[src/rtl/core/woc_pkg.sv]
`default_nettype none

package woc_pkg;

    // Fixed field widths
    localparam int TEMP_W = 15;
    localparam int DIFF_W = 16;   // difference of two 15-bit readings
    localparam int DSQ_W  = 30;   // square of a difference, never reaches 2**30
    localparam int OFS_W  = 16;
    localparam int MEAN_W = 15;
    localparam int THR_W  = 10;

    // Configuration port
    localparam int APB_DW  = 32;
    localparam int APB_AW  = 3;
    localparam int REG_BIT = 2;   // byte address 4*i, register index in this bit

    typedef enum logic {
        REG_SPREAD_THR = 1'b0,
        REG_INIT_OFS   = 1'b1
    } t_reg_idx;

    localparam logic [THR_W-1:0]        THR_RESET  = 10'd25;
    localparam logic signed [OFS_W-1:0] OFS_RESET  = 16'sd0;
    localparam logic signed [OFS_W-1:0] OFS_MAX    = 16'sd20000;
    localparam logic signed [OFS_W-1:0] OFS_MIN    = -16'sd20000;
    localparam int                      MEAN_MAX   = 16383;
    localparam int                      MEAN_MIN   = -16384;

    typedef struct packed {
        logic ld_in;
        logic ld_diff;
    } t_front_en;

    typedef struct packed {
        logic ld_prod;
        logic ld_cmp;
    } t_judge_en;

    typedef struct packed {
        logic                      done;
        logic                      pass;
        logic signed [MEAN_W-1:0]  mean;
    } t_verdict;

endpackage

`default_nettype wire

[src/rtl/core/woc_judge.sv]
`default_nettype none

module woc_judge import woc_pkg::*; #(
    parameter int WINDOW = 20
) (
    input  logic                                          i_clk,
    input  t_judge_en                                     i_en,
    input  logic                                          i_done,
    input  logic signed [DIFF_W+$clog2(WINDOW+1)-1:0]     i_sum,
    input  logic [DSQ_W+$clog2(WINDOW+1)-1:0]             i_sq,
    input  logic [2*THR_W+$clog2(WINDOW+1)-1:0]           i_thr_lim,
    output t_verdict                                      o_verdict
);

    localparam int CW     = $clog2(WINDOW + 1);
    localparam int SUM_W  = DIFF_W + CW;
    localparam int SQ_W   = DSQ_W + CW;
    localparam int PROD_W = DSQ_W + 2 * CW;
    localparam int THL_W  = 2 * THR_W + CW;
    // rounded mean = floor((2|s| + N) / 2N), done as a reciprocal multiply
    localparam int DIV    = 2 * WINDOW;
    localparam int A_W    = SUM_W + 1;
    localparam int DW     = $clog2(DIV);
    localparam int K      = A_W + DW;
    localparam int MW     = A_W + 2;
    localparam int QP_W   = A_W + MW;
    localparam int Q_W    = DIFF_W;
    localparam longint unsigned RECIP = ((64'd1 << K) + 64'(DIV) - 64'd1) / 64'(DIV);
    localparam logic [MW-1:0]  RECIP_C   = MW'(RECIP);
    localparam logic [CW-1:0]  N_C       = CW'(WINDOW);
    localparam logic [Q_W-1:0] MAG_P_MAX = Q_W'(MEAN_MAX);
    localparam logic [Q_W-1:0] MAG_N_MAX = Q_W'(-MEAN_MIN);

    logic                        n_neg;
    logic [SUM_W-1:0]            n_abs;
    logic [A_W-1:0]              n_num;
    logic [QP_W-1:0]             n_qprod;
    logic signed [2*SUM_W-1:0]   n_sum_sq;

    logic                        r_done;
    logic                        r_neg;
    logic [Q_W-1:0]              r_qmag;
    logic [PROD_W-1:0]           r_sum_sq;
    logic [PROD_W-1:0]           r_n_sq;

    logic [PROD_W-1:0]           n_lhs;
    logic                        n_pass;
    logic signed [MEAN_W-1:0]    n_mean;
    t_verdict                    r_verdict;

    // products stage
    assign n_neg    = i_sum[SUM_W-1];
    assign n_abs    = n_neg ? SUM_W'(-i_sum) : SUM_W'(i_sum);
    assign n_num    = {n_abs, 1'b0} + A_W'(WINDOW);
    assign n_qprod  = QP_W'(n_num) * QP_W'(RECIP_C);
    assign n_sum_sq = i_sum * i_sum;

    always_ff @(posedge i_clk) begin
        if (i_en.ld_prod) begin
            r_done   <= i_done;
            r_neg    <= n_neg;
            r_qmag   <= n_qprod[K +: Q_W];
            r_sum_sq <= n_sum_sq[PROD_W-1:0];
            r_n_sq   <= PROD_W'(i_sq) * PROD_W'(N_C);
        end
    end

    // compare stage; N*sum_sq - sum^2 is never negative
    assign n_lhs  = r_n_sq - r_sum_sq;
    assign n_pass = r_done && (n_lhs < PROD_W'(i_thr_lim));

    always_comb begin
        if (!r_done) begin
            n_mean = '0;
        end else if (!r_neg) begin
            n_mean = (r_qmag > MAG_P_MAX) ? MEAN_W'(MEAN_MAX) : MEAN_W'(r_qmag);
        end else begin
            n_mean = (r_qmag > MAG_N_MAX) ? MEAN_W'(MEAN_MIN) : -MEAN_W'(r_qmag);
        end
    end

    always_ff @(posedge i_clk) begin
        if (i_en.ld_cmp) begin
            r_verdict.done <= r_done;
            r_verdict.pass <= n_pass;
            r_verdict.mean <= n_mean;
        end
    end

    assign o_verdict = r_verdict;

    a_spread_nonneg: assert property (@(posedge i_clk)
        i_en.ld_cmp && r_done |-> r_n_sq >= r_sum_sq)
        else $error("window totals give a negative spread");

    a_open_window_quiet: assert property (@(posedge i_clk)
        i_en.ld_cmp && !r_done |=> !o_verdict.pass && o_verdict.mean == '0)
        else $error("open window produced a verdict");

endmodule

`default_nettype wire

[config.mk]
export PLATFORM = sky130hd
export DESIGN_NAME = woc_judge
export DESIGN_NICKNAME = d
export VERILOG_FILES = /design/src/rtl/core/woc_pkg.sv /design/src/rtl/core/woc_judge.sv
export SDC_FILE = /design/constraint.sdc
export NUM_CORES = 2
export LEC_CHECK = 0
export BUFFER_PORTS_ARGS = -buffer_cell sky130_fd_sc_hd__buf_2
export CAP_MARGIN = 20
export CORE_UTILIZATION = 60
export DETAILED_ROUTE_END_ITERATION = 16
export PLACE_DENSITY = 0.9
export SYNTH_ARGS = -nofsm -noshare
export SYNTH_HDL_FRONTEND = slang
export SYNTH_SLANG_ARGS = --single-unit
[constraint.sdc]
create_clock -name i_clk -period 8.57 [get_ports i_clk]
set_input_delay 0.4285 -clock i_clk [delete_from_list [all_inputs] [get_ports i_clk]]
set_output_delay 0.4285 -clock i_clk [all_outputs]
set_load 0.02 [all_outputs]
==> flow_metrics.env <==
export IMPL_path_clk_slew_ns=0.08
export IMPL_crit_required_ns=8.69
export IMPL_cp_max_fo=5
export IMPL_die_width_um=224
export IMPL_synth_top_area_share_pct=36.7
export IMPL_period_minus_slack_ns=8.60
export IMPL_synthArstFlopShare_pct=0
export IMPL_fin_nets=4264
export IMPL_netlist_top_cells_area="fa_1 (37%), ha_1 (18%), edfxtp_1 (11%)"
export IMPL_ant_nets=0
export IMPL_gr_total_overflow=0
export IMPL_drive_gt1_share_pct=10.3
export IMPL_num_fill_cells=3299
export IMPL_ys_types=92
export IMPL_cts_tree="done"
export IMPL_crit_slowest_cell="fa_1"
export IMPL_finClkSkew_ns=0.0115
export IMPL_yosys_warnings=0
export IMPL_syn_to_final_growth_pct=9.15
export IMPL_synth_ff_type="edfxtp_1"
export IMPL_clockBufferDepth=2
export IMPL_clk_latency_ns=0.38
export IMPL_drc=0
export IMPL_io_pins=102
export IMPL_dp_hpwl_um=60300
export IMPL_cp_start_kind="input pin"
export IMPL_met3_usage_pct=5.44
export IMPL_grt_antenna_before_repair=8
export IMPL_use_met2_pct=52.9
export IMPL_post_route_period_util_pct=100
export IMPL_synth_largest_area_cell="fa_1"
export IMPL_crit_arrival_ns=8.72
export IMPL_rsz0062_at_grt="true"
export IMPL_max_clock_freq_mhz=116
export IMPL_slew_violations=0
export IMPL_cp_common_cell="fa_1"
export IMPL_cts_htree_levels=3
export IMPL_grt_pass1_vias=24500
export IMPL_pre_cts_slack_ns=-0.487
export IMPL_die_h_um=224
export IMPL_setup_viol=3
export IMPL_wirelength_um=72800
export IMPL_cts_root_buf="clkbuf_16"
export IMPL_crit_buf_inv=10
export IMPL_synth_area_per_cell_um2=9.70
export IMPL_wire_per_inst_um=18.7
export IMPL_core_um2=48100
export IMPL_use_met1_pct=34.7
export IMPL_hold_violations=0
export IMPL_worst_pin_slew_ns=1.09
export IMPL_max_cap_viol_count=0
export IMPL_setup_ws_ns=-0.0320
export IMPL_synth_seq_cells=112
export IMPL_slowest_delay_ns=0.53
export IMPL_grt_first_pass_wirelength_um=118000
export IMPL_synth_edf_count=112
export IMPL_syn_area_um2=29600
export IMPL_hold_buffers=0
export IMPL_drt_pre_antenna_iters=6
export IMPL_synth_nets=4091
export IMPL_grt_max_degree=66
export IMPL_port_buffers=101
export IMPL_endpoint_kind="flip-flop"
export IMPL_critPathTopFamily="adder cells"
export IMPL_die_area_um2=50200
export IMPL_gr_usage_all_layers_pct=30.0
export IMPL_crit_type="input pin to flip-flop"
export IMPL_routabilityCongestion=0.975
export IMPL_syn_instance_count=3048
export IMPL_yosysSeqAreaShare_pct=11.4
export IMPL_cts_buffers=9
export IMPL_vias=22400
export IMPL_violations="setup timing"
export IMPL_initial_core_util_pct=61.4
export IMPL_top_usage_layer="met2"
export IMPL_max_slew_margin_pct=27.6
export IMPL_cts_sinks=112
export IMPL_viasPerCell=5.75
export IMPL_status="finished with violations"
export IMPL_hp_class="input pin to flip-flop"
export IMPL_fp_row_count=80
export IMPL_drt_initial_drc_count=1785
[state kept, by name (all words and copies together) (netlist names)]
signal,flops
r_sum_sq,39
r_neg,1
o_verdict,17
r_n_sq,38
r_qmag,16
r_done,1
[per-layer routing]
metal | up-vias | wire length, um
met5 | - | 17
met4 | 2 | 4330
met3 | 305 | 5890
met2 | 1050 | 36500
met1 | 11000 | 26000
li1 | 10000 | -
[cells in the final DEF, fill, tap and decap left out, types with 7 or more instances in the layout]
| master | count |
|---|---|
| inv_1 | 726 |
| fa_1 | 535 |
| ha_1 | 410 |
| nand2_1 | 186 |
| nor2_1 | 123 |
| buf_4 | 123 |
| a21oi_1 | 119 |
| xnor2_1 | 112 |
| edfxtp_1 | 112 |
| buf_2 | 98 |
| and2_1 | 79 |
| o21ai_0 | 71 |
| a21o_1 | 43 |
| nand3_1 | 42 |
| xor2_1 | 38 |
| nor3_1 | 36 |
| nor2b_1 | 25 |
| nand2b_1 | 20 |
| a211oi_1 | 20 |
| nand4_1 | 17 |
| or3_1 | 16 |
| o21bai_1 | 14 |
| o31ai_1 | 13 |
| nor3b_1 | 12 |
| a31oi_1 | 12 |
| o211ai_1 | 11 |
| o21a_1 | 11 |
| and3_1 | 10 |
| clkbuf_16 | 9 |
| diode_2 | 7 |
| clkinv_1 | 7 |
| nor4_1 | 7 |
| or2_2 | 7 |
| a21boi_0 | 7 |
| fa_2 | 7 |
[worst reg2reg max path, stage by stage, from the launching register on]
cell       delay [ns]
edfxtp_1         0.39
inv_1            0.06
ha_1             0.37
a2111oi_1        0.53
nand2_1          0.15
a31oi_2          0.27
a211oi_4         0.10
or3_2            0.51
a21oi_1          0.25
o21bai_1         0.10
a21oi_1          0.20
xnor2_1          0.15
ha_1             0.33
nand4_1          0.13
nor2_1           0.04
nand3_1          0.16
nand4_1          0.11
a221oi_1         0.29
o221a_1          0.28
nand4_1          0.12
a2111o_1         0.41
nor4_2           0.86
[Yosys cell counts (4+ instances only)]
library cell,instances
inv_1,733
fa_1,542
ha_1,416
nand2_1,187
a21oi_1,126
nor2_1,126
xnor2_1,114
edfxtp_1,112
and2_1,80
o21ai_0,71
clkbuf_1,58
a21o_1,43
nand3_1,42
xor2_1,42
nor3_1,39
nor2b_1,25
a211oi_1,21
nand2b_1,21
nand4_1,17
or3_1,17
o31ai_1,15
o21bai_1,14
a31oi_1,12
nor3b_1,12
o211ai_1,11
o21a_1,11
a21boi_0,10
and3_1,10
nor4_1,8
or2_2,8
clkinv_1,6
o41ai_1,6
a221oi_1,5
mux2i_1,5
a211o_1,4
o2111ai_1,4
[area by class of cell]
type                    instances  area, um2  area share, %
diodes                          7       17.5         0.0543
flip-flops and latches        112       3360           10.4
multi-input cells            2133      23500           72.9
well taps                     656        821           2.54
clock buffers                  10        229          0.709
inverters                     740       2790           8.65
clock inverters                 5       57.6          0.178
repair buffers                225       1470           4.55
[cells by family (layout without fill, tap and decap cells)]
kind of cell | Yosys count | count (layout) | share of synthesized area (%)
adders and majority gates | 958 | 958 | 54.3
and+or+nand+nor | 619 | 619 | 10.4
other | 0 | 7 | 0
xor gates and xnor gates | 157 | 157 | 4.68
buffers and inverters | 803 | 980 | 10.3
muxes | 5 | 5 | 0.169
AOI/OAI and AO/OA | 394 | 394 | 8.82
DFF | 112 | 112 | 11.4
[what timing repair did]
action / 4_1_cts / 5_1_grt
pin swaps: 2 / 45
setup buffers: 0 / 9
endpoints found under the setup margin: 5 / 13
resized for setup: 2 / 56
[path summary, 6_finish.rpt]
kind / startpoint / to / depth (start not counted) / slack, ns
worst max-delay path: i_sum[1] / r_qmag[15] / 34 / -0.03
worst min-delay path: i_done / r_done / 1 / 0.24
worst max register to register: r_sum_sq[11] / o_verdict[15] / 21 / 2.42
worst min register to register: r_qmag[0] / o_verdict[0] / 2 / 0.65
[per-stage QoR]
stage / hold slack, ns / setup TNS (ns) / cell area [um2] / instances / util (%)
6_report: 0.243 / -0.0655 / 32300 / 3888 / 67.0
5_1_grt: 0.235 / -2.18 / 32300 / 3885 / 67.0
2_1_floorplan: 0.521 / 0 / 29700 / 3048 / -
4_1_cts: 0.228 / 0 / 31900 / 3872 / 66.4
3_3_place_gp: 0.630 / -0.716 / 31600 / 3857 / 65.7
3_5_place_dp: 0.614 / -3.52 / 31600 / 3857 / 65.7
Power is not shown: default switching activity piles up to over one toggle a cycle in this logic, so the estimate is an artifact.
