### config.mk
export PLATFORM = sky130hd
export DESIGN_NAME = woc_accum
export DESIGN_NICKNAME = d
export VERILOG_FILES = /design/src/rtl/core/woc_pkg.sv /design/src/rtl/core/woc_accum.sv
export SDC_FILE = /design/constraint.sdc
export NUM_CORES = 1
export LEC_CHECK = 0
export ABC_AREA = 1
export ABC_CLOCK_PERIOD_IN_PS = 2850
export BUFFER_PORTS_ARGS = -buffer_cell sky130_fd_sc_hd__buf_2
export CAP_MARGIN = 20
export CORE_AREA = 2 2 122 124
export CTS_CLUSTER_DIAMETER = 80
export DETAILED_ROUTE_END_ITERATION = 8
export DIE_AREA = 0 0 124 126
export PLACE_DENSITY_LB_ADDON = 0.15
export SLEW_MARGIN = 20
export SYNTH_ARGS = -nofsm -noshare
export SYNTH_HDL_FRONTEND = slang
export SYNTH_SLANG_ARGS = --single-unit
### constraint.sdc
create_clock -name i_clk -period 2.85 [get_ports i_clk]
set_clock_uncertainty 0.2 [all_clocks]
set_input_delay 0.855 -clock i_clk [delete_from_list [all_inputs] [get_ports i_clk]]
set_output_delay 0.855 -clock i_clk [all_outputs]
set_load 0.05 [all_outputs]
### src/rtl/core/woc_pkg.sv
`default_nettype none

package woc_pkg;

    // Fixed field widths
    localparam int TEMP_W = 15;
    localparam int DIFF_W = 16;   // difference of two 15-bit readings
    localparam int DSQ_W  = 30;   // square of a difference, never reaches 2**30
    localparam int OFS_W  = 16;
    localparam int MEAN_W = 15;
    localparam int THR_W  = 10;

    // Configuration port
    localparam int APB_DW  = 32;
    localparam int APB_AW  = 3;
    localparam int REG_BIT = 2;   // byte address 4*i, register index in this bit

    typedef enum logic {
        REG_SPREAD_THR = 1'b0,
        REG_INIT_OFS   = 1'b1
    } t_reg_idx;

    localparam logic [THR_W-1:0]        THR_RESET  = 10'd25;
    localparam logic signed [OFS_W-1:0] OFS_RESET  = 16'sd0;
    localparam logic signed [OFS_W-1:0] OFS_MAX    = 16'sd20000;
    localparam logic signed [OFS_W-1:0] OFS_MIN    = -16'sd20000;
    localparam int                      MEAN_MAX   = 16383;
    localparam int                      MEAN_MIN   = -16384;

    typedef struct packed {
        logic ld_in;
        logic ld_diff;
    } t_front_en;

    typedef struct packed {
        logic ld_prod;
        logic ld_cmp;
    } t_judge_en;

    typedef struct packed {
        logic                      done;
        logic                      pass;
        logic signed [MEAN_W-1:0]  mean;
    } t_verdict;

endpackage

`default_nettype wire

### src/rtl/core/woc_accum.sv
`default_nettype none

module woc_accum import woc_pkg::*; #(
    parameter int WINDOW = 20
) (
    input  logic                                          i_clk,
    input  logic                                          i_rst_n,
    input  logic                                          i_ld,
    input  logic signed [DIFF_W-1:0]                      i_diff,
    input  logic [DSQ_W-1:0]                              i_diff_sq,
    output logic                                          o_done,
    output logic signed [DIFF_W+$clog2(WINDOW+1)-1:0]     o_sum,
    output logic [DSQ_W+$clog2(WINDOW+1)-1:0]             o_sq
);

    localparam int CW    = $clog2(WINDOW + 1);
    localparam int SUM_W = DIFF_W + CW;
    localparam int SQ_W  = DSQ_W + CW;
    localparam int CNT_W = $clog2(WINDOW);

    logic [CNT_W-1:0]         r_cnt;
    logic signed [SUM_W-1:0]  r_sum;
    logic [SQ_W-1:0]          r_sq;
    logic signed [SUM_W-1:0]  n_sum;
    logic [SQ_W-1:0]          n_sq;
    logic                     n_close;
    logic                     r_done;
    logic signed [SUM_W-1:0]  r_tot_sum;
    logic [SQ_W-1:0]          r_tot_sq;

    assign n_sum   = r_sum + SUM_W'(i_diff);
    assign n_sq    = r_sq + SQ_W'(i_diff_sq);
    assign n_close = (r_cnt == CNT_W'(WINDOW - 1));

    always_ff @(posedge i_clk) begin
        if (!i_rst_n) begin
            r_cnt <= '0;
            r_sum <= '0;
            r_sq  <= '0;
        end else if (i_ld) begin
            if (n_close) begin
                r_cnt <= '0;
                r_sum <= '0;
                r_sq  <= '0;
            end else begin
                r_cnt <= r_cnt + 1'b1;
                r_sum <= n_sum;
                r_sq  <= n_sq;
            end
        end
    end

    // totals travel on with the item; only a closing item uses them
    always_ff @(posedge i_clk) begin
        if (i_ld) begin
            r_done    <= n_close;
            r_tot_sum <= n_sum;
            r_tot_sq  <= n_sq;
        end
    end

    assign o_done = r_done;
    assign o_sum  = r_tot_sum;
    assign o_sq   = r_tot_sq;

endmodule

`default_nettype wire

==> results of run 1 <==
-- worst max-delay path, cell delays in order --
cell and delay [ns]:
buf_2 0.08, ha_1 0.16, inv_1 0.06, fa_1 0.41, inv_1 0.10, nand3_1 0.08
nand3_2 0.10, nand2_1 0.06, nand2_1 0.11, nand2_1 0.06, nand2_1 0.10, nand2_1 0.11
nand2_1 0.10, nand2_1 0.06, and2_1 0.13
-- synth_stat cells (2+ instances only) --
cell type / instances / area [sq um]
a21boi_0: 2 / 15.01
a21o_1: 3 / 22.52
a21oi_1: 108 / 540.5
and2_1: 25 / 156.4
buf_2: 5 / 25.02
clkbuf_1: 13 / 48.80
dfxtp_1: 61 / 1221
edfxtp_1: 57 / 1712
fa_1: 2 / 40.04
ha_1: 51 / 638.1
inv_1: 105 / 394.1
nand2_1: 315 / 1182
nand2_2: 10 / 62.56
nand3_1: 66 / 330.3
nand3_2: 2 / 20.02
nand3b_1: 14 / 105.1
nand4_1: 9 / 56.30
nor2_1: 70 / 262.8
nor3_1: 12 / 60.06
nor4_1: 2 / 12.51
o21a_1: 3 / 22.52
o21ai_0: 22 / 110.1
o21bai_1: 6 / 45.04
xnor2_1: 6 / 52.55
xor2_1: 20 / 175.2
xor2_2: 2 / 32.53
-- area by class of cell --
| cell class | instances | area, sq um | share of cell area, % |
|---|---|---|---|
| Sequential cell | 118 | 2933 | 32.21 |
| Tap cell | 184 | 230.2 | 2.528 |
| Clock buffer | 20 | 446.7 | 4.905 |
| Multi-Input combinational cell | 759 | 4019 | 44.13 |
| Timing Repair Buffer | 158 | 948.4 | 10.41 |
| Clock inverter | 12 | 131.4 | 1.443 |
| Inverter | 106 | 397.9 | 4.369 |
-- routing by layer --
layer / share of wire, % / vias to the layer above / global-route usage, % / wire, microns
met5: 0 / - / 0 / 0
met4: 2.7 / 0 / 10.24 / 534
met3: 4.2 / 38 / 3.940 / 824
met2: 50 / 184 / 46.32 / 9815
met1: 43 / 3204 / 30.92 / 8279
li1: - / 3602 / - / -
-- final timing paths --
| check | start | slack (ns) | endpoint | cells after the start |
|---|---|---|---|---|
| worst min register to register | r_sq[0] | 0.27 | r_sq[0] | 2 |
| worst max register to register | r_sq[0] | 0.43 | o_sq[28] | 14 |
| worst min-delay path | r_sq[0] | 0.27 | r_sq[0] | 2 |
| worst max-delay path | i_diff_sq[0] | 0.25 | o_sq[28] | 15 |
-- cell families (layout without fill, tap and decap cells) --
| kind of cell | Yosys count | in the layout | synth area share, % |
|---|---|---|---|
| adders and majority gates | 53 | 53 | 9.145 |
| and+or+nand+nor | 530 | 530 | 30.88 |
| xor gates and xnor gates | 28 | 28 | 3.509 |
| DFF | 118 | 118 | 39.55 |
| buffers and inverters | 124 | 296 | 6.361 |
| AOI/OAI and AO/OA | 148 | 148 | 10.56 |
-- report_power, final --
| part | internal, mW | leakage [nW] | switching [mW] |
|---|---|---|---|
| Combinational | 0.707 | 3.14 | 1.46 |
| Clock | 1.31 | 0.272 | 0.798 |
| Sequential | 2.08 | 1.06 | 0.0994 |
-- stage by stage --
step	utilization, %	setup WS (ns)	area [sq um]
4_1_cts	63.62	0.2824	9106
6_report	63.62	0.2474	9106
3_5_place_dp	59.58	-0.1511	8528
5_1_grt	63.62	0.07940	9106
2_1_floorplan	-	0.03750	7416
3_3_place_gp	59.58	-0.1184	8528
-- sequential cells by signal (all words and copies together), names as in the netlist --
name and cells:
r_sq 35, o_done 1, r_sum 21, o_sq 35, o_sum 21, r_cnt 5
==> impl_metrics.yaml, run 1 <==
timing:
  fin_hold_ws_ns: 0.2687
  tightest_slew_ns: 0.4970
  max_freq_mhz: 384.2
  finalSetupTns_ns: 0
  min_period_ns: 2.603
  drv_slew: 0
  hold_violations: 0
  setup_viol: 0
  period_share_pct: 91.32
  worst_slew_margin_rel_pct: 66.86
  rsz0062_at_grt: "no"
grt:
  grt_max_degree: 59
  antenna_found_initial: 0
  grt_first_pass_wirelength_microns: 31610
  globalRouteTotalUtil_pct: 25.95
  grt_overflow: 0
  grt_pass1_vias: 6856
hold_path:
  hold_path_class: "reg -> reg"
pwr:
  leakagePower_nw: 4.469
  power.density_nw_per_um2: 708.0
  ir_worst_vdd_uv: 399.2
  power.total_mw: 6.447
clocking:
  cts_setup_buffers: 0
  clockRootBuffer: "clkbuf_16"
  hold_buffers: 0
  cts.sinks: 118
  clkTransAtPathRegs_ns: 0.05
  ctsResizeCount: 0
  numCtsBuffers: 17
  clk_path_buf_depth: 2
  tritoncts: "yes"
  htreeDepth: 4
  clock_latency_ns: 0.42
final_layout:
  layout_common_cells: "nand2_1 (315), a21oi_1 (108), buf_2 (105)"
  num_antenna_cells: 0
  stdcell_count: 1357
  final_common_cell: "nand2_1"
  num-fill-cells: 1312
  nNetsFinal: 1262
  area_growth_pct: 22.79
  drive_gt1_share_pct: 17.90
logic_synthesis:
  syn-cell-area_sq_um: 7416
  synth_seq_cells: 118
  synth-edff-count: 57
  synth.net_count: 1103
  ys_seq_area_share_pct: 39.55
  syn_inst: 1001
  avgSynthCellArea_sq_um: 7.408
  synth_warnings: 0
  ys_types: 36
  async_flop_share_pct: 0
  ys.flop_type: "dfxtp_1"
die:
  die_width_microns: 124
  fp.dieH_microns: 126
  io_pins: 106
  core_area_sq_um: 14310
  die_area_sq_um: 15620
  initial_core_util_pct: 51.81
  num_rows: 44
detailed_routing:
  num_vias: 7028
  first_iter_violations: 324
  via_per_inst: 5.179
  dr.pass1.iters: 5
  ant_nets: 0
  routed_wirelength_microns: 19450
  drt_drc_violations_left: 0
  wl_per_cell_microns: 14.34
setup_path:
  crit_path_max_fanout: 4
  startpoint_type: "input port"
  critical_path_required_ns: 2.83
  worstSetupPathType: "in -> reg"
  cp.arrival_ns: 2.58
  endpoint_kind: "flip-flop"
placed_design:
  gp_congestion: 0.9874
  numPortBuffers: 105
  placedCellCount: 1325
  hpwl_microns: 14690
flow_run:
  cap_violations: 0
status:
  status: "complete, no violations"
No activity file was read; power rests on OpenSTA's default activity.
==> run 2: changes to the inputs <==
--- a/config.mk
+++ b/config.mk
@@ -9,10 +9,11 @@
 export ABC_CLOCK_PERIOD_IN_PS = 2850
 export BUFFER_PORTS_ARGS = -buffer_cell sky130_fd_sc_hd__buf_2
 export CAP_MARGIN = 20
-export CORE_AREA = 2 2 122 124
+export CORE_AREA = 2 2 156 158
 export CTS_CLUSTER_DIAMETER = 80
+export CTS_CLUSTER_SIZE = 30
 export DETAILED_ROUTE_END_ITERATION = 8
-export DIE_AREA = 0 0 124 126
+export DIE_AREA = 0 0 158 160
 export PLACE_DENSITY_LB_ADDON = 0.15
 export SLEW_MARGIN = 20
 export SYNTH_ARGS = -nofsm -noshare
==> run 2 against run 1 <==
First-iteration DRC count increased by 0.31%. Sequential power barely moved. Combinational power up 7%. Clock power increased by 4%. Clock-buffer cell count shrank 1. Sequential share of layout area decreased by 1.8 points. Setup slack better by 0.016 ns. Routed wire length rose by 12%. Flip-flop and latch count unchanged. Via count decreased by 0.81%. Fmax grew 0.62%. Largest power group is now combinational logic. Highest routed layer is now met5.
==> impl_metrics.yaml, run 2 (synthesized netlist as in run 1, its figures left out) <==
die:
  initial_core_util_pct: 31.13
  num_rows: 57
  die_width_microns: 158
  core_area_sq_um: 23820
  fp.dieH_microns: 160
  io_pins: 106
  die_area_sq_um: 25280
final_layout:
  stdcell_count: 1541
  drive_gt1_share_pct: 20.79
  num_antenna_cells: 0
  layout_common_cells: "nand2_1 (315), a21oi_1 (108), buf_2 (105)"
  design_area_sq_um: 9637
  area_growth_pct: 29.95
  final_common_cell: "nand2_1"
  nNetsFinal: 1306
placed_design:
  placedCellCount: 1509
  numPortBuffers: 105
  placed_cell_area_sq_um: 9046
  hpwl_microns: 16400
  gp_congestion: 0.8767
pwr:
  p_sw_mw: 2.415
  seq_power_share_pct: 32.6
  p_int_mw: 4.269
  power.density_nw_per_um2: 693.6
  swShare_pct: 36.13
  combPwrFrac_pct: 34.6
  clkPwrFrac_pct: 32.7
  ir_worst_vdd_uv: 372.4
  leakagePower_nw: 4.696
hold_path:
  holdPathEnd: "r_sq[2]"
  hold_path_class: "reg -> reg"
  hold_depth: 2
  holdCritStartpoint: "r_sq[2]"
grt:
  globalRouteTotalUtil_pct: 17.95
  grt_overflow: 0
  grt_pass1_vias: 7108
  grt_max_degree: 61
  antenna_found_initial: 2
  grt_first_pass_wirelength_microns: 35470
timing:
  rsz0062_at_grt: "no"
  drv_slew: 0
  worst_slew_margin_rel_pct: 69.60
  setup_viol: 0
  hold_violations: 0
  period_share_pct: 90.75
  max_freq_mhz: 386.6
  min_period_ns: 2.586
  fin_hold_ws_ns: 0.2690
  tightest_slew_ns: 0.4554
setup_path:
  startpoint_type: "input port"
  worstSetupPathType: "in -> reg"
  crit_path_max_fanout: 2
  cp_cell_sequence: "buf_2 > ha_1 > fa_1 > nand2_1 > nand2_1 > o21ai_1 > inv_1 > a21oi_1 > inv_1 > nand3_1 > nand3b_1 > and2_1"
  critical_path_required_ns: 2.82
  r2r-start: "r_sq[0]"
  critical-path-max-stage-delay_ns: 0.39
  r2r_cells: 14
  cp.arrival_ns: 2.56
  reg2reg_to: "o_sq[30]"
  crit_path_top_delay_cell: "fa_1"
  endpoint_kind: "flip-flop"
  ff2ff_setup_slack_ns: 0.48
detailed_routing:
  via_per_inst: 4.524
  first_iter_violations: 325
  wl_per_cell_microns: 14.08
  num_vias: 6971
  dr.pass1.iters: 5
  routed_wirelength_microns: 21690
  ant_nets: 0
  drt_drc_violations_left: 0
clocking:
  clock_latency_ns: 0.42
  numCtsBuffers: 17
  cts.sinks: 118
  cts_setup_buffers: 0
  hold_buffers: 0
  tritoncts: "yes"
  ctsResizeCount: 0
  clk_path_buf_depth: 2
  clockRootBuffer: "clkbuf_16"
  htreeDepth: 4
  clkTransAtPathRegs_ns: 0.06
status:
  status: "complete, no violations"
flow_run:
  cap_violations: 0
-- run 2: area by class of cell --
cell class              instances  area, sq um
flip-flops and latches        118         2933
repair buffers                202         1291
clock buffers                  19        432.9
inverters                     106        397.9
clock inverters                13        157.7
well taps                     324        405.4
multi-input cells             759         4019
fillers                      2549        14180
-- run 2: stage by stage --
stage	power [mW]	worst slack [ns]	setup TNS (ns)	utilization [%]
2_1_floorplan	3.732	0.03750	0	-
3_3_place_gp	4.539	-0.1234	-1.312	37.98
3_5_place_dp	4.538	-0.1734	-2.199	37.98
4_1_cts	6.783	0.2676	0	40.46
5_1_grt	7.095	0.06143	0	40.46
6_report	6.684	0.2636	0	40.46
-- run 2: worst max-delay path by stage --
stage / start / to / slack, ns / cells past startpoint
final: i_diff[0] / o_sum[16] / 0.26 / 12
after CTS: i_diff[0] / o_sum[16] / 0.27 / 12
after global routing: i_diff_sq[0] / r_sq[14] / 0.06 / 15
after detailed placement: i_diff[0] / o_sum[16] / -0.17 / 12
after global placement: i_diff[0] / o_sum[16] / -0.12 / 12
after floorplan: i_diff[0] / o_sum[16] / 0.04 / 11
-- run 2: power groups by stage --
stage	Clock, mW	Combinational, mW	Sequential [mW]
after global placement	0	2.32	2.22
after floorplan	0	1.06	2.68
final	2.19	2.32	2.18
after global routing	2.32	2.57	2.21
after detailed placement	0	2.32	2.21
after CTS	2.26	2.34	2.18
-- run 2: layer usage --
metal | vias up | track usage (%) | share of wire, %
met3 | 37 | 3.284 | 4.2
li1 | 3702 | - | -
met5 | - | 0 | 0.12
met1 | 3092 | 22.69 | 45
met4 | 4 | 7.412 | 2.9
met2 | 136 | 30.00 | 47
-- run 2: critical path: cells and delay by family --
kind	cells	cell delay, ns
AOI/OAI and AO/OA	2	0.34
adders and majority gates	2	0.61
buffers and inverters	3	0.27
and+or+nand+nor	5	0.48
==> run 3: changes to the inputs <==
--- a/config.mk
+++ b/config.mk
@@ -14,7 +14,7 @@
 export CTS_CLUSTER_SIZE = 30
 export DETAILED_ROUTE_END_ITERATION = 8
 export DIE_AREA = 0 0 158 160
-export PLACE_DENSITY_LB_ADDON = 0.15
+export PLACE_DENSITY_LB_ADDON = 0.2
 export SLEW_MARGIN = 20
 export SYNTH_ARGS = -nofsm -noshare
 export SYNTH_HDL_FRONTEND = slang
==> run 3 against run 2 <==
First-iteration DRC count decreased by 4.9%. Sequential power about the same. Sequential share of layout area decreased by 0.055 points. Highest routed layer is now met4. Core utilization increased by 0.074 points. Non-clock buffer count unchanged. Critical path type unchanged. Clock power about the same. Combinational power about the same. Final cell count unchanged. Worst hold slack about the same. Critical endpoint is now r_sq[28].
==> impl_metrics.yaml, run 3 (synthesized netlist as in run 1, its figures left out) <==
clocking:
  numCtsBuffers: 17
  clockRootBuffer: "clkbuf_16"
  htreeDepth: 4
  hold_buffers: 0
  clkTransAtPathRegs_ns: 0.06
  cts.sinks: 118
  tritoncts: "yes"
  clk_path_buf_depth: 2
  clock_latency_ns: 0.43
timing:
  drv_slew: 0
  setup_slack_ns: 0.2810
  min_period_ns: 2.569
  setup_viol: 0
  finalSetupTns_ns: 0
  tightest_slew_ns: 0.4008
  rsz0062_at_grt: "no"
  period_share_pct: 90.14
  hold_violations: 0
  worst_slew_margin_rel_pct: 73.16
  max_freq_mhz: 389.3
setup_path:
  crit_family: "simple AND/OR/NAND/NOR gates"
  critical_path_required_ns: 3.01
  cp_cell_sequence: "buf_2 > ha_1 > inv_1 > fa_1 > inv_1 > nand3_1 > nand3_2 > nand2_1 > nand2_1 > nand2_1 > nand2_1 > nand2_1 > buf_4 > nand3_1 > nand3_1 > a21oi_1"
  critical-path-max-stage-delay_ns: 0.37
  cp.arrival_ns: 2.73
  worst-path-buf-inv: 4
  worstSetupPathType: "in -> reg"
  cpMostUsedCell: "nand2_1"
  crit_path_top_delay_cell: "fa_1"
  startpoint_type: "input port"
  endpoint_kind: "flip-flop"
  crit_path_max_fanout: 4
pwr:
  swShare_pct: 36.80
  combPwrFrac_pct: 34.6
  clkPwrFrac_pct: 33.0
  leakagePower_nw: 4.697
  seq_power_share_pct: 32.4
  power.density_nw_per_um2: 695.0
  p_int_mw: 4.241
  ir_worst_vdd_uv: 362.9
  p_sw_mw: 2.469
die:
  die_area_sq_um: 25280
  io_pins: 106
  die_width_microns: 158
  num_rows: 57
  initial_core_util_pct: 31.13
  core_area_sq_um: 23820
  fp.dieH_microns: 160
final_layout:
  multiInputGateArea_sq_um: 4026
  stdcell_count: 1541
  num-fill-cells: 2531
  final_util_pct: 40.53
  nNetsFinal: 1306
  final_common_cell: "nand2_1"
  layout_common_cells: "nand2_1 (315), a21oi_1 (108), buf_2 (105)"
  num_antenna_cells: 0
  area_growth_pct: 30.18
  drive_gt1_share_pct: 21.12
  design_area_sq_um: 9654
  regArea_sq_um: 2933
detailed_routing:
  dr.pass1.iters: 6
  wl_per_cell_microns: 13.91
  ant_nets: 0
  num_vias: 6974
  first_iter_violations: 309
  drt_drc_violations_left: 0
  routed_wirelength_microns: 21440
  via_per_inst: 4.526
grt:
  antenna_found_initial: 0
  globalRouteTotalUtil_pct: 17.66
  grt_overflow: 0
  grt_first_pass_wirelength_microns: 34830
  grt_max_degree: 61
  grt_pass1_vias: 6959
placed_design:
  placedCellCount: 1509
  pre_cts_ws_ns: -0.1533
  placed_cell_area_sq_um: 9046
  numPortBuffers: 105
  hpwl_microns: 16190
  gp_congestion: 0.8476
hold_path:
  hold_path_class: "reg -> reg"
status:
  status: "complete, no violations"
flow_run:
  cap_violations: 0
==> run 3: final cells by class <==
type	count	area share, %
multi-input combinational	759	41.71
sequential	118	30.38
timing repair buffer	202	13.37
clock buffer	19	4.692
tap	324	4.199
inverter	106	4.121
clock inverter	13	1.529
==> run 3: tightest hold or removal path, cell delays in order, from the launching register on <==
cell and delay [ns]:
dfxtp_1 0.31, nand2_1 0.06, a21oi_1 0.05
==> run 3: power by group through the flow <==
stage                     logic, mW  registers, mW  clock network [mW]
final                          2.32           2.17                2.22
after global routing           2.57           2.20                2.33
after CTS                      2.34           2.17                2.27
after detailed placement       2.32           2.21                   0
after global placement         2.32           2.20                   0
after floorplan                1.06           2.68                   0
==> run 3: path summary, 6_finish.rpt <==
kind	cells after the start	startpoint	to	slack (ns)
min	2	r_sq[8]	r_sq[8]	0.27
max	16	i_diff_sq[0]	r_sq[28]	0.28
min reg2reg	2	r_sq[8]	r_sq[8]	0.27
max reg2reg	15	r_sq[0]	r_sq[28]	0.45
==> run 3: timing repair <==
action | in CTS | in global routing
setup buffers | 0 | 0
gates resized for setup | 0 | 1
endpoints found under the setup margin | 0 | 1
==> run 3: per-stage QoR <==
stage / power, mW / hold slack [ns]
global placement: 4.529 / 0.2557
global route: 7.100 / 0.2865
CTS: 6.777 / 0.2708
detailed placement: 4.530 / 0.2616
finish: 6.710 / 0.2687
floorplan: 3.732 / 0.2491
==> run 3: layer usage <==
metal  GRT usage [%]  part of all wire [%]  vias to the layer above
li1                -                     -                     3697
met1           23.15                    47                     3132
met2           29.70                    48                      126
met3           3.528                   4.1                       19
met4           4.382                   1.3                        0
met5               0                     0                        -
