==> config.mk <==
export PLATFORM = sky130hd
export DESIGN_NAME = woc_front
export DESIGN_NICKNAME = d
export VERILOG_FILES = /design/src/rtl/core/woc_pkg.sv /design/src/rtl/core/woc_front.sv
export SDC_FILE = /design/constraint.sdc
export NUM_CORES = 1
export LEC_CHECK = 0
export BUFFER_PORTS_ARGS = -buffer_cell sky130_fd_sc_hd__buf_2
export CAP_MARGIN = 20
export CORE_UTILIZATION = 57
export CTS_CLUSTER_SIZE = 12
export DETAILED_ROUTE_END_ITERATION = 8
export GPL_ROUTABILITY_DRIVEN = 1
export PLACE_DENSITY = 0.79
export RECOVER_POWER = 25
export SYNTH_ARGS = -nofsm -noshare
export SYNTH_HDL_FRONTEND = slang
export SYNTH_SLANG_ARGS = --single-unit
==> constraint.sdc <==
create_clock -name i_clk -period 6.9 [get_ports i_clk]
set_input_delay 0.69 -clock i_clk [delete_from_list [all_inputs] [get_ports i_clk]]
set_output_delay 0.69 -clock i_clk [all_outputs]
set_load 0.005 [all_outputs]
==> src/rtl/core/woc_pkg.sv <==
`default_nettype none

package woc_pkg;

    // Fixed field widths
    localparam int TEMP_W = 15;
    localparam int DIFF_W = 16;   // difference of two 15-bit readings
    localparam int DSQ_W  = 30;   // square of a difference, never reaches 2**30
    localparam int OFS_W  = 16;
    localparam int MEAN_W = 15;
    localparam int THR_W  = 10;

    // Configuration port
    localparam int APB_DW  = 32;
    localparam int APB_AW  = 3;
    localparam int REG_BIT = 2;   // byte address 4*i, register index in this bit

    typedef enum logic {
        REG_SPREAD_THR = 1'b0,
        REG_INIT_OFS   = 1'b1
    } t_reg_idx;

    localparam logic [THR_W-1:0]        THR_RESET  = 10'd25;
    localparam logic signed [OFS_W-1:0] OFS_RESET  = 16'sd0;
    localparam logic signed [OFS_W-1:0] OFS_MAX    = 16'sd20000;
    localparam logic signed [OFS_W-1:0] OFS_MIN    = -16'sd20000;
    localparam int                      MEAN_MAX   = 16383;
    localparam int                      MEAN_MIN   = -16384;

    typedef struct packed {
        logic ld_in;
        logic ld_diff;
    } t_front_en;

    typedef struct packed {
        logic ld_prod;
        logic ld_cmp;
    } t_judge_en;

    typedef struct packed {
        logic                      done;
        logic                      pass;
        logic signed [MEAN_W-1:0]  mean;
    } t_verdict;

endpackage

`default_nettype wire

==> src/rtl/core/woc_front.sv <==
`default_nettype none

module woc_front import woc_pkg::*; (
    input  logic                      i_clk,
    input  t_front_en                 i_en,
    input  logic signed [TEMP_W-1:0]  i_reference_temp,
    input  logic signed [TEMP_W-1:0]  i_other_temp,
    output logic signed [DIFF_W-1:0]  o_diff,
    output logic [DSQ_W-1:0]          o_diff_sq
);

    logic signed [TEMP_W-1:0]   r_ref;
    logic signed [TEMP_W-1:0]   r_oth;
    logic signed [DIFF_W-1:0]   n_diff;
    logic signed [2*DIFF_W-1:0] n_prod;
    logic signed [DIFF_W-1:0]   r_diff;
    logic [DSQ_W-1:0]           r_diff_sq;

    assign n_diff = DIFF_W'(r_ref) - DIFF_W'(r_oth);
    assign n_prod = n_diff * n_diff;

    always_ff @(posedge i_clk) begin
        if (i_en.ld_in) begin
            r_ref <= i_reference_temp;
            r_oth <= i_other_temp;
        end
        if (i_en.ld_diff) begin
            r_diff    <= n_diff;
            r_diff_sq <= n_prod[DSQ_W-1:0];
        end
    end

    assign o_diff    = r_diff;
    assign o_diff_sq = r_diff_sq;

endmodule

`default_nettype wire

==> reports/metrics.csv, run 1 <==
stage,metric,value,unit
yosys,Post-Synth Simple-Gate Area,7.20,%
clock_tree,Num Clock Sinks,74,
outcome,failing checks,"capacitance limit, setup timing",
worst_setup_path,R2R depth,32,
floorplan,Ports,79,
yosys,xor and xnor area share after synthesis,4.49,%
clock_tree,cell at the root of the clock tree,clkbuf_16,
layout,nets,1738,
clock_tree,total CTS buffers,9,
worst_setup_path,Worst Setup Start Kind,flop,
worst_setup_path,CP Class,reg -> reg,
worst_setup_path,"slowest stage delay, CP",530,ps
worst_setup_path,slowest CP cell,fa_1,
layout,Antenna diodes,0,
routing,Vias,8517,
yosys,Synth Net Count,1469,
run,max-cap viol count,1,
floorplan,Core Rows,51,
clock_tree,Worst-path clk slew,80,ps
place,dpl hpwl,21100,um
yosys,Post-synth EDFFs,74,
timing,FMAX,0.134,GHz
worst_setup_path,slack of the worst reg-to-reg path,-570,ps
yosys,Syn Inst Count,1117,
worst_setup_path,Worst EP arrival,7570,ps
yosys,multiplexer share of the synthesized area,0.0987,%
global_route,first-pass GRT wire length,43900,um
floorplan,Die Wd,144,um
global_route,initial antenna violation count,0,
worst_setup_path,most used cell along the critical path,fa_1,
worst_hold_path,Hold EP,r_ref[0]$_DFFE_PP_,
global_route,gr ovfl total,0,
yosys,post-synthesis sequential area ratio,19.5,%
clock_tree,CTS max path bufs,2,
layout,Area Overhead vs Synth,24.9,%
worst_setup_path,Worst Path Max Fanout,4,
timing,Setup-failing EPs final,12,
routing,Routed Antenna Nets,0,
floorplan,initial core utilization,58.5,%
timing,Slew @ Worst Pin,1490,ps
worst_hold_path,Hold Startpoint,i_reference_temp[0],
layout,layout cell share with drive strength beyond 1,28.3,%
yosys,Mapped Area,11400,um^2
worst_hold_path,Hold Crit Class,in -> reg,
clock_tree,CTS tree,done,
floorplan,core area,19500,um^2
layout,final design utilization,73.0,%
timing,worst setup margin,-566,ps
global_route,vias in the first global route,9498,
yosys,largest family of logic cells by synthesized area,adder cells,
timing,Hold WS,498,ps
floorplan,die height,144,um
floorplan,full die area,20600,um^2
clock_tree,Post-CTS Hold Buffers,0,
timing,Slew HR,0.531,%
yosys,post-synthesis compound-gate area fraction,6.19,%
routing,DRC Markers,0,
yosys,Synth async-reset ratio,0,%
place,DP Worst Slack,-882,ps
timing,RSZ-0062 raised after global routing,true,
routing,final wirelength,26300,um
routing,Routed wire per std cell,15.9,um
clock_tree,CTS H-Tree Depth,3,
yosys,number of library cell types mapped by synthesis,58,
timing,period utilization,108,%
layout,Finished Layout Cells,1656,
outcome,outcome,finished with violations,
yosys,top_reg_cell synth,edfxtp_1,
routing,drt initial violations,542,
routing,routed vias/inst,5.14,
routing,drt pass-1 iters,5,
place,IO Port Bufs,77,
place,GP Congestion,0.898,
clock_tree,worst skew pair latency,360,ps
global_route,Global Route Usage Sum,28.3,%
timing,Worst Skew,15.6,ps
yosys,Post-Synth Adder-Cell Area,49.8,%
timing,"Slew Viols, Final",0,
worst_hold_path,Worst Hold Depth,1,
yosys,Ys Warns,0,
worst_setup_path,FF-to-FF End,o_diff_sq[28]$_DFFE_PP_,
yosys,synthesis-stage register bit count,74,
global_route,largest net degree at the start of global routing,45,
place,placed cell count,1623,
layout,Fill cells,1320,
timing,post-layout min period,7470,ps
worst_setup_path,worst r2r src,r_ref[0]$_DFFE_PP_,
worst_setup_path,Worst EP required,7000,ps
worst_setup_path,Worst setup EP type,flop,
yosys,Syn Area/Cell,10.2,um^2
timing,final hold violation count,0,
-- cell families (layout without fill, tap and decap cells) --
group           count (synthesis)  count (layout)
other cells                     1               1
mux                             1               1
fa+ha+maj                     319             319
xor+xnor                       56              56
flops                          74              74
simple gates                  191             191
compound gates                 99              99
buf+inv                       376             650
-- state kept, by name (all words and copies together) (netlist names) --
name       cells
o_diff        16
o_diff_sq     28
r_oth         15
r_ref         15
-- worst max-delay path, delay by kind of cell (launching register included) --
family	cells	cell delay (ps)
xor+xnor	2	390
fa+ha+maj	8	3360
compound gates	10	1600
buf+inv	8	740
flops	1	350
simple gates	4	760
-- cell usage after synthesis, drive strengths merged, types with 6 or more instances --
cell | instances | share of area [%]
o21bai | 8 | 0.53
edfxtp | 74 | 19
nor3 | 8 | 0.35
a21oi | 28 | 1.4
o21ai | 21 | 1.0
and2 | 9 | 0.49
buf | 11 | 0.68
clkbuf | 11 | 0.36
a21o | 13 | 0.85
xor2 | 16 | 1.3
nor2b | 6 | 0.33
ha | 93 | 10
fa | 226 | 40
xnor2 | 40 | 3.2
nor2 | 69 | 2.3
inv | 352 | 12
nand2 | 84 | 2.9
-- routing by layer --
layer	global-route usage (%)	vias up	share of wire [%]
li1	-	3852	-
met3	3.67	95	5.6
met1	32.0	4247	36
met4	14.3	0	5.0
met5	0	-	0
met2	52.2	323	54
-- through the flow --
step	TNS [ps]	instance area (um^2)
floorplan	-883	11500
global placement	-4210	13500
detailed placement	-7240	13500
CTS	-3740	14100
global route	-9100	14300
finish	-4780	14300
-- repair_timing --
action | in CTS | in global routing
pin swaps | 42 | 23
endpoints found under the hold margin | 0 | 0
setup buffers | 12 | 4
setup endpoints to repair | 14 | 18
resized for setup | 37 | 33
-- cells in the final DEF, fill, tap and decap left out, types with 14 or more instances in the layout --
cell,netlist,layout
nor2_1,69,63
inv_1,349,339
inv_2,3,14
buf_4,4,199
a21oi_1,24,14
nand2_1,82,77
buf_2,5,76
xnor2_1,38,36
ha_1,93,84
edfxtp_1,74,74
fa_1,226,216
-- cell type report --
| type | instances | area (um^2) | area share [%] |
|---|---|---|---|
| clock inverter | 7 | 85.1 | 0.597 |
| sequential | 74 | 2220 | 15.6 |
| tap | 265 | 332 | 2.33 |
| timing repair buffer | 280 | 1950 | 13.7 |
| clock buffer | 9 | 225 | 1.58 |
| multi-input combinational | 667 | 8120 | 56.9 |
| inverter | 354 | 1330 | 9.32 |
-- how the worst max path moves through the flow --
| stage | startpoint | cells past startpoint | end | slack (ps) |
|---|---|---|---|---|
| after global routing | r_ref[1]$_DFFE_PP_ | 32 | o_diff_sq[28]$_DFFE_PP_ | -900 |
| after CTS | r_ref[0]$_DFFE_PP_ | 33 | o_diff_sq[28]$_DFFE_PP_ | -550 |
| final | r_ref[0]$_DFFE_PP_ | 32 | o_diff_sq[28]$_DFFE_PP_ | -570 |
| after global placement | r_ref[0]$_DFFE_PP_ | 32 | o_diff_sq[29]$_DFFE_PP_ | -570 |
| after detailed placement | r_ref[0]$_DFFE_PP_ | 32 | o_diff_sq[29]$_DFFE_PP_ | -880 |
| after floorplan | r_ref[0]$_DFFE_PP_ | 33 | o_diff_sq[29]$_DFFE_PP_ | -250 |
Power of run 1 is left out: the tool's default activity adds up to more than one toggle a clock period on the data nets, which glitch-free logic cannot reach.
==> run 2: changes to the inputs <==
--- a/config.mk
+++ b/config.mk
@@ -7,7 +7,9 @@
 export LEC_CHECK = 0
 export BUFFER_PORTS_ARGS = -buffer_cell sky130_fd_sc_hd__buf_2
 export CAP_MARGIN = 20
-export CORE_UTILIZATION = 57
+export CORE_ASPECT_RATIO = 0.9
+export CORE_UTILIZATION = 60
+export CTS_BUF_LIST = sky130_fd_sc_hd__clkbuf_4 sky130_fd_sc_hd__clkbuf_8 sky130_fd_sc_hd__clkbuf_16
 export CTS_CLUSTER_SIZE = 12
 export DETAILED_ROUTE_END_ITERATION = 8
 export GPL_ROUTABILITY_DRIVEN = 1
==> constraint.sdc (replaced) <==
create_clock -name i_clk -period 8.6 [get_ports i_clk]
set_input_delay 0.86 -clock i_clk [delete_from_list [all_inputs] [get_ports i_clk]]
set_output_delay 0.86 -clock i_clk [all_outputs]
set_load 0.005 [all_outputs]
==> reports/metrics.csv, run 2 (synthesized netlist as in run 1, its figures left out) <==
stage,metric,value,unit,change
timing,final hold violation count,0,,unchanged
floorplan,Ports,79,,unchanged
routing,drt initial violations,419,,was 542
timing,Setup-failing EPs final,0,,was 12
clock_tree,Num Clock Sinks,74,,unchanged
layout,final instance area,12500,um^2,"was 14,300 um^2"
timing,Worst Skew,22.8,ps,was 15.6 ps
worst_setup_path,Worst Path Max Fanout,13,,was 4
layout,Fill cells,1414,,"was 1,320"
timing,setup_tns,0,ps,was -4780 ps
routing,Vias,7634,,"was 8,517"
worst_setup_path,Worst EP arrival,8230,ps,was 7570 ps
routing,routed vias/inst,5.26,,was 5.14
worst_setup_path,slowest CP cell,fa_1,,unchanged
outcome,failing checks,"capacitance limit, slew limit",,"was capacitance limit, setup timing"
floorplan,core area,18500,um^2,"was 19,500 um^2"
routing,final wirelength,22700,um,"was 26,300 um"
worst_setup_path,worst r2r src,r_ref[0]$_DFFE_PP_,,unchanged
timing,FMAX,0.123,GHz,was 0.134 GHz
floorplan,die height,133,um,was 144 um
timing,post-layout min period,8110,ps,was 7470 ps
global_route,Global Route Usage Sum,25.7,%,was 28.3%
worst_setup_path,Worst setup EP type,flop,,unchanged
global_route,largest net degree at the start of global routing,45,,unchanged
floorplan,Die Wd,147,um,was 144 um
place,DP Worst Slack,299,ps,was -882 ps
clock_tree,CTS max path bufs,2,,unchanged
floorplan,full die area,19600,um^2,"was 20,600 um^2"
layout,Antenna diodes,0,,unchanged
routing,Routed wire per std cell,15.6,um,was 15.9 um
place,dpl hpwl,18300,um,"was 21,100 um"
routing,DRC Markers,0,,unchanged
place,GP Congestion,0.893,,was 0.898
timing,"Slew Viols, Final",54,,was 0
run,max-cap viol count,2,,was 1
worst_setup_path,Worst EP required,8720,ps,was 7000 ps
worst_hold_path,Hold Crit Class,in -> reg,,unchanged
clock_tree,total CTS buffers,9,,unchanged
clock_tree,worst skew pair latency,380,ps,was 360 ps
layout,Area Overhead vs Synth,9.12,%,was 24.9%
clock_tree,CTS tree,done,,unchanged
place,Placed Area,12100,um^2,"was 13,500 um^2"
clock_tree,Post-CTS Setup Inserts,0,,was 12
global_route,initial antenna violation count,0,,unchanged
timing,period utilization,94.3,%,was 108%
clock_tree,Resized Gates After CTS,0,,was 37
timing,Slew @ Worst Pin,1520,ps,was 1490 ps
layout,nets,1552,,"was 1,738"
floorplan,initial core utilization,61.6,%,was 58.5%
worst_setup_path,slack of the worst reg-to-reg path,490,ps,was -570 ps
clock_tree,cell at the root of the clock tree,clkbuf_16,,unchanged
place,IO Port Bufs,77,,unchanged
routing,drt pass-1 iters,4,,was 5
clock_tree,CTS H-Tree Depth,3,,unchanged
worst_setup_path,CP Class,reg -> reg,,unchanged
worst_setup_path,Worst Setup Start Kind,flop,,unchanged
floorplan,Core Rows,47,,was 51
worst_setup_path,"slowest stage delay, CP",540,ps,was 530 ps
layout,max reg flops,28,,unchanged
global_route,vias in the first global route,8381,,"was 9,498"
global_route,gr ovfl total,0,,unchanged
worst_hold_path,Hold Startpoint,i_reference_temp[4],,was i_reference_temp[0]
timing,Slew HR,-1.53,%,was 0.531%
routing,Routed Antenna Nets,0,,unchanged
global_route,first-pass GRT wire length,38700,um,"was 43,900 um"
layout,"most common cell after layout, fill and taps aside",inv_1,,unchanged
timing,RSZ-0062 raised after global routing,false,,was true
layout,layout cell share with drive strength beyond 1,11.5,%,was 28.3%
clock_tree,Worst-path clk slew,90,ps,was 80 ps
timing,worst setup margin,488,ps,was -566 ps
worst_setup_path,CP startpoint,r_ref[0]$_DFFE_PP_,,unchanged
clock_tree,Post-CTS Hold Buffers,0,,unchanged
outcome,outcome,finished with violations,,unchanged
layout,most frequent cells in the layout,"inv_1, fa_1, ha_1",,"was inv_1, fa_1, buf_4"
run 2: cell types whose count changed in the layout (fill, tap and decap cells not counted), moves of 9 or more:
cell     delta
buf_4     -183
inv_1       +9
fa_2       -10
inv_2      -10
a21oi_1    +10
ha_1        +9
fa_1       +10
run 2: worst paths after layout:
check                            end  cells past startpoint
max          o_diff_sq[29]$_DFFE_PP_                     33
min               r_ref[4]$_DFFE_PP_                      1
max reg2reg  o_diff_sq[29]$_DFFE_PP_                     33
min reg2reg     o_diff[15]$_DFFE_PP_                      2
run 2: final cells by class:
cell class | instances | area (um^2) | share of cell area [%]
flip-flops and latches | 74 | 2220 | 17.8
repair buffers | 94 | 531 | 4.26
multi-input cells | 667 | 7760 | 62.3
clock buffers | 9 | 225 | 1.81
inverters | 354 | 1330 | 10.7
clock inverters | 7 | 82.6 | 0.663
well taps | 245 | 307 | 2.46
run 2: per-layer routing:
metal,wire length [um],global-route usage (%)
met5,0,0
met4,1040,13.1
met3,1410,4.69
met2,11500,44.7
met1,8690,30.8
run 2: worst max-delay path: cells and delay by family, from the launching register on:
family	cells	cell delay [ps]
compound gates	10	2070
xor+xnor	2	460
fa+ha+maj	9	3800
buf+inv	8	630
flops	1	350
simple gates	4	550
run 2: per-stage QoR:
stage	util, %	std cells	hold WS, ps
6_report	67.2	1450	661
5_1_grt	67.2	1450	662
4_1_cts	67.1	1449	660
3_5_place_dp	65.4	1433	949
3_3_place_gp	65.4	1433	938
2_1_floorplan	-	1117	649
Power of run 2 is left out for the same reason.
==> run 3: changes to the inputs <==
--- a/config.mk
+++ b/config.mk
@@ -5,7 +5,8 @@
 export SDC_FILE = /design/constraint.sdc
 export NUM_CORES = 1
 export LEC_CHECK = 0
-export BUFFER_PORTS_ARGS = -buffer_cell sky130_fd_sc_hd__buf_2
+export ABC_AREA = 1
+export BUFFER_PORTS_ARGS = -buffer_cell sky130_fd_sc_hd__buf_4
 export CAP_MARGIN = 20
 export CORE_ASPECT_RATIO = 0.9
 export CORE_UTILIZATION = 60
==> reports/metrics.csv, run 3 <==
stage,metric,value,unit,change
outcome,outcome,finished with violations,,unchanged
outcome,failing checks,"DRC, capacitance limit, slew limit",,"was capacitance limit, slew limit"
place,IO Port Bufs,77,,unchanged
clock_tree,worst skew pair latency,360,ps,was 380 ps
routing,drt pass-1 iters,7,,was 4
yosys,Syn Area/Cell,9.10,um^2,was 10.2 um^2
place,DP Worst Slack,1040,ps,was 299 ps
worst_setup_path,Worst setup EP type,flop,,unchanged
clock_tree,Post-CTS Hold Buffers,0,,unchanged
worst_setup_path,slowest CP cell,fa_1,,unchanged
yosys,Yosys top cell area share,37.2,%,was 39.6%
timing,Slew HR,-4.69,%,was -1.53%
yosys,post-synthesis sequential area ratio,18.2,%,was 19.5%
clock_tree,CTS H-Tree Depth,3,,unchanged
layout,Antenna diodes,0,,unchanged
global_route,largest net degree at the start of global routing,45,,unchanged
place,placed cell count,1660,,"was 1,433"
clock_tree,Worst-path clk slew,70,ps,was 90 ps
floorplan,Core Rows,49,,was 47
yosys,Post-synth EDFFs,74,,unchanged
layout,max reg flops,28,,unchanged
worst_hold_path,Hold Crit Class,in -> reg,,unchanged
clock_tree,Post-CTS Setup Inserts,0,,unchanged
global_route,gr ovfl total,0,,unchanged
yosys,Ys Warns,0,,unchanged
routing,Vias,8788,,"was 7,634"
worst_setup_path,Worst Path Max Fanout,18,,was 13
layout,most frequent cells in the layout,"inv_1, fa_1, nand2_1",,"was inv_1, fa_1, ha_1"
worst_setup_path,Worst EP required,8720,ps,about the same
worst_setup_path,"slowest stage delay, CP",840,ps,was 540 ps
yosys,Synth area leader,fa_1,,unchanged
routing,routed vias/inst,5.24,,was 5.26
yosys,number of library cell types mapped by synthesis,43,,was 58
clock_tree,CTS tree,done,,unchanged
layout,Fill cells,1587,,"was 1,414"
floorplan,full die area,20900,um^2,"was 19,600 um^2"
yosys,Syn Inst Count,1338,,"was 1,117"
global_route,GR Util met3,5.41,%,was 4.69%
timing,post-layout min period,7670,ps,was 8110 ps
yosys,"top cells by area, synth","fa_1, edfxtp_1, inv_1, ha_1, nand2_1",,"was fa_1, edfxtp_1, inv_1, ha_1, xnor2_1"
floorplan,initial core utilization,61.1,%,was 61.6%
timing,final hold violation count,0,,unchanged
layout,Finished Layout Cells,1676,,"was 1,450"
layout,nets,1768,,"was 1,552"
layout,"most common cell after layout, fill and taps aside",inv_1,,unchanged
worst_setup_path,Worst Setup Start Kind,flop,,unchanged
timing,FMAX,0.130,GHz,was 0.123 GHz
worst_setup_path,Worst EP arrival,7790,ps,was 8230 ps
yosys,top-count cell post-synth,inv_1,,unchanged
routing,drt initial violations,560,,was 419
layout,final instance area,13300,um^2,"was 12,500 um^2"
yosys,top_reg_cell synth,edfxtp_1,,unchanged
floorplan,Ports,79,,unchanged
floorplan,die height,137,um,was 133 um
timing,worst setup margin,926,ps,was 488 ps
global_route,vias in the first global route,9725,,"was 8,381"
worst_setup_path,CP Class,reg -> reg,,unchanged
global_route,M1 GR Usage,33.6,%,was 30.8%
timing,setup_tns,0,ps,unchanged
yosys,Synth async-reset ratio,0,%,unchanged
timing,Setup-failing EPs final,0,,unchanged
floorplan,core area,19900,um^2,"was 18,500 um^2"
routing,DRC Markers,6,,was 0
place,dpl hpwl,21900,um,"was 18,300 um"
place,GP Congestion,0.927,,was 0.893
clock_tree,Num Clock Sinks,74,,unchanged
clock_tree,cell at the root of the clock tree,clkbuf_16,,unchanged
global_route,first-pass GRT wire length,45800,um,"was 38,700 um"
routing,final wirelength,26500,um,"was 22,700 um"
layout,layout cell share with drive strength beyond 1,10.8,%,was 11.5%
global_route,initial antenna violation count,0,,unchanged
routing,Routed wire per std cell,15.8,um,was 15.6 um
yosys,"top cells by count, synth","inv_1, fa_1, nand2_1, nor2_1, ha_1",,"was inv_1, fa_1, ha_1, nand2_1, edfxtp_1"
clock_tree,Resized Gates After CTS,0,,unchanged
global_route,GR peak layer,met2,,unchanged
yosys,synthesis-stage register bit count,74,,unchanged
timing,RSZ-0062 raised after global routing,false,,unchanged
yosys,Mapped Area,12200,um^2,"was 11,400 um^2"
global_route,Global Route Usage Sum,28.7,%,was 25.7%
timing,Slew @ Worst Pin,1570,ps,was 1520 ps
clock_tree,total CTS buffers,9,,unchanged
timing,"Slew Viols, Final",31,,was 54
global_route,GR Util met2,51.4,%,was 44.7%
timing,Worst Skew,9.31,ps,was 22.8 ps
layout,Area Overhead vs Synth,9.25,%,was 9.12%
routing,Routed Antenna Nets,0,,unchanged
floorplan,Die Wd,152,um,was 147 um
clock_tree,CTS max path bufs,2,,unchanged
yosys,Synth Net Count,1690,,"was 1,469"
place,Placed Area,13000,um^2,"was 12,100 um^2"
timing,period utilization,89.2,%,was 94.3%
run,max-cap viol count,1,,was 2
[run 3: changes by cell type after synthesis, moves of 13 or more]
cell	delta
inv_1	+40
a21oi_1	+16
nor2_1	+43
nand2_1	+116
inv_2	+13
xnor2_1	-27
nand3_1	+33
[run 3: cell families after synthesis]
kind of cell | synth area share, %
buffers and inverters | 13.5
AND/OR/NAND/NOR | 14.2
adder cells (fa/ha/maj) | 46.7
AO/OA/AOI/OAI | 4.06
flip-flops | 18.2
XOR/XNOR | 3.23
other | 0.0308
[run 3: per-layer routing]
metal	vias up	routed length, um	share of wire, %
met2	317	13500	51
met1	4291	10300	39
met4	0	978	3.7
met3	79	1760	6.7
met5	-	0	0
li1	4101	-	-
[run 3: critical path, delay by kind of cell, from the launching register on]
kind,cells,cell delay (ps)
flops,1,390
compound gates,5,870
buf+inv,6,450
simple gates,9,1350
fa+ha+maj,8,4370
[run 3: final timing paths]
path | startpoint | endpoint | slack (ps) | cells after the start
worst min-delay path | i_reference_temp[14] | r_ref[14]$_DFFE_PP_ | 690 | 1
worst max-delay path | r_ref[5]$_DFFE_PP_ | o_diff_sq[29]$_DFFE_PP_ | 930 | 28
worst max register to register | r_ref[5]$_DFFE_PP_ | o_diff_sq[29]$_DFFE_PP_ | 930 | 28
worst min register to register | r_ref[1]$_DFFE_PP_ | o_diff[1]$_DFFE_PP_ | 900 | 2
[run 3: area by class of cell]
| type | count | area, um^2 | area share [%] |
|---|---|---|---|
| multi-input combinational | 842 | 8310 | 62.5 |
| sequential | 74 | 2220 | 16.7 |
| inverter | 406 | 1530 | 11.5 |
| timing repair buffer | 83 | 619 | 4.66 |
| tap | 255 | 319 | 2.40 |
| clock buffer | 9 | 225 | 1.69 |
| clock inverter | 7 | 76.3 | 0.574 |
[run 3: per-stage QoR]
stage	utilization, %	hold slack, ps
2_1_floorplan	-	793
5_1_grt	66.8	687
6_report	66.8	690
3_5_place_dp	65.3	879
3_3_place_gp	65.3	875
4_1_cts	66.8	668
Power of run 3 is left out for the same reason.
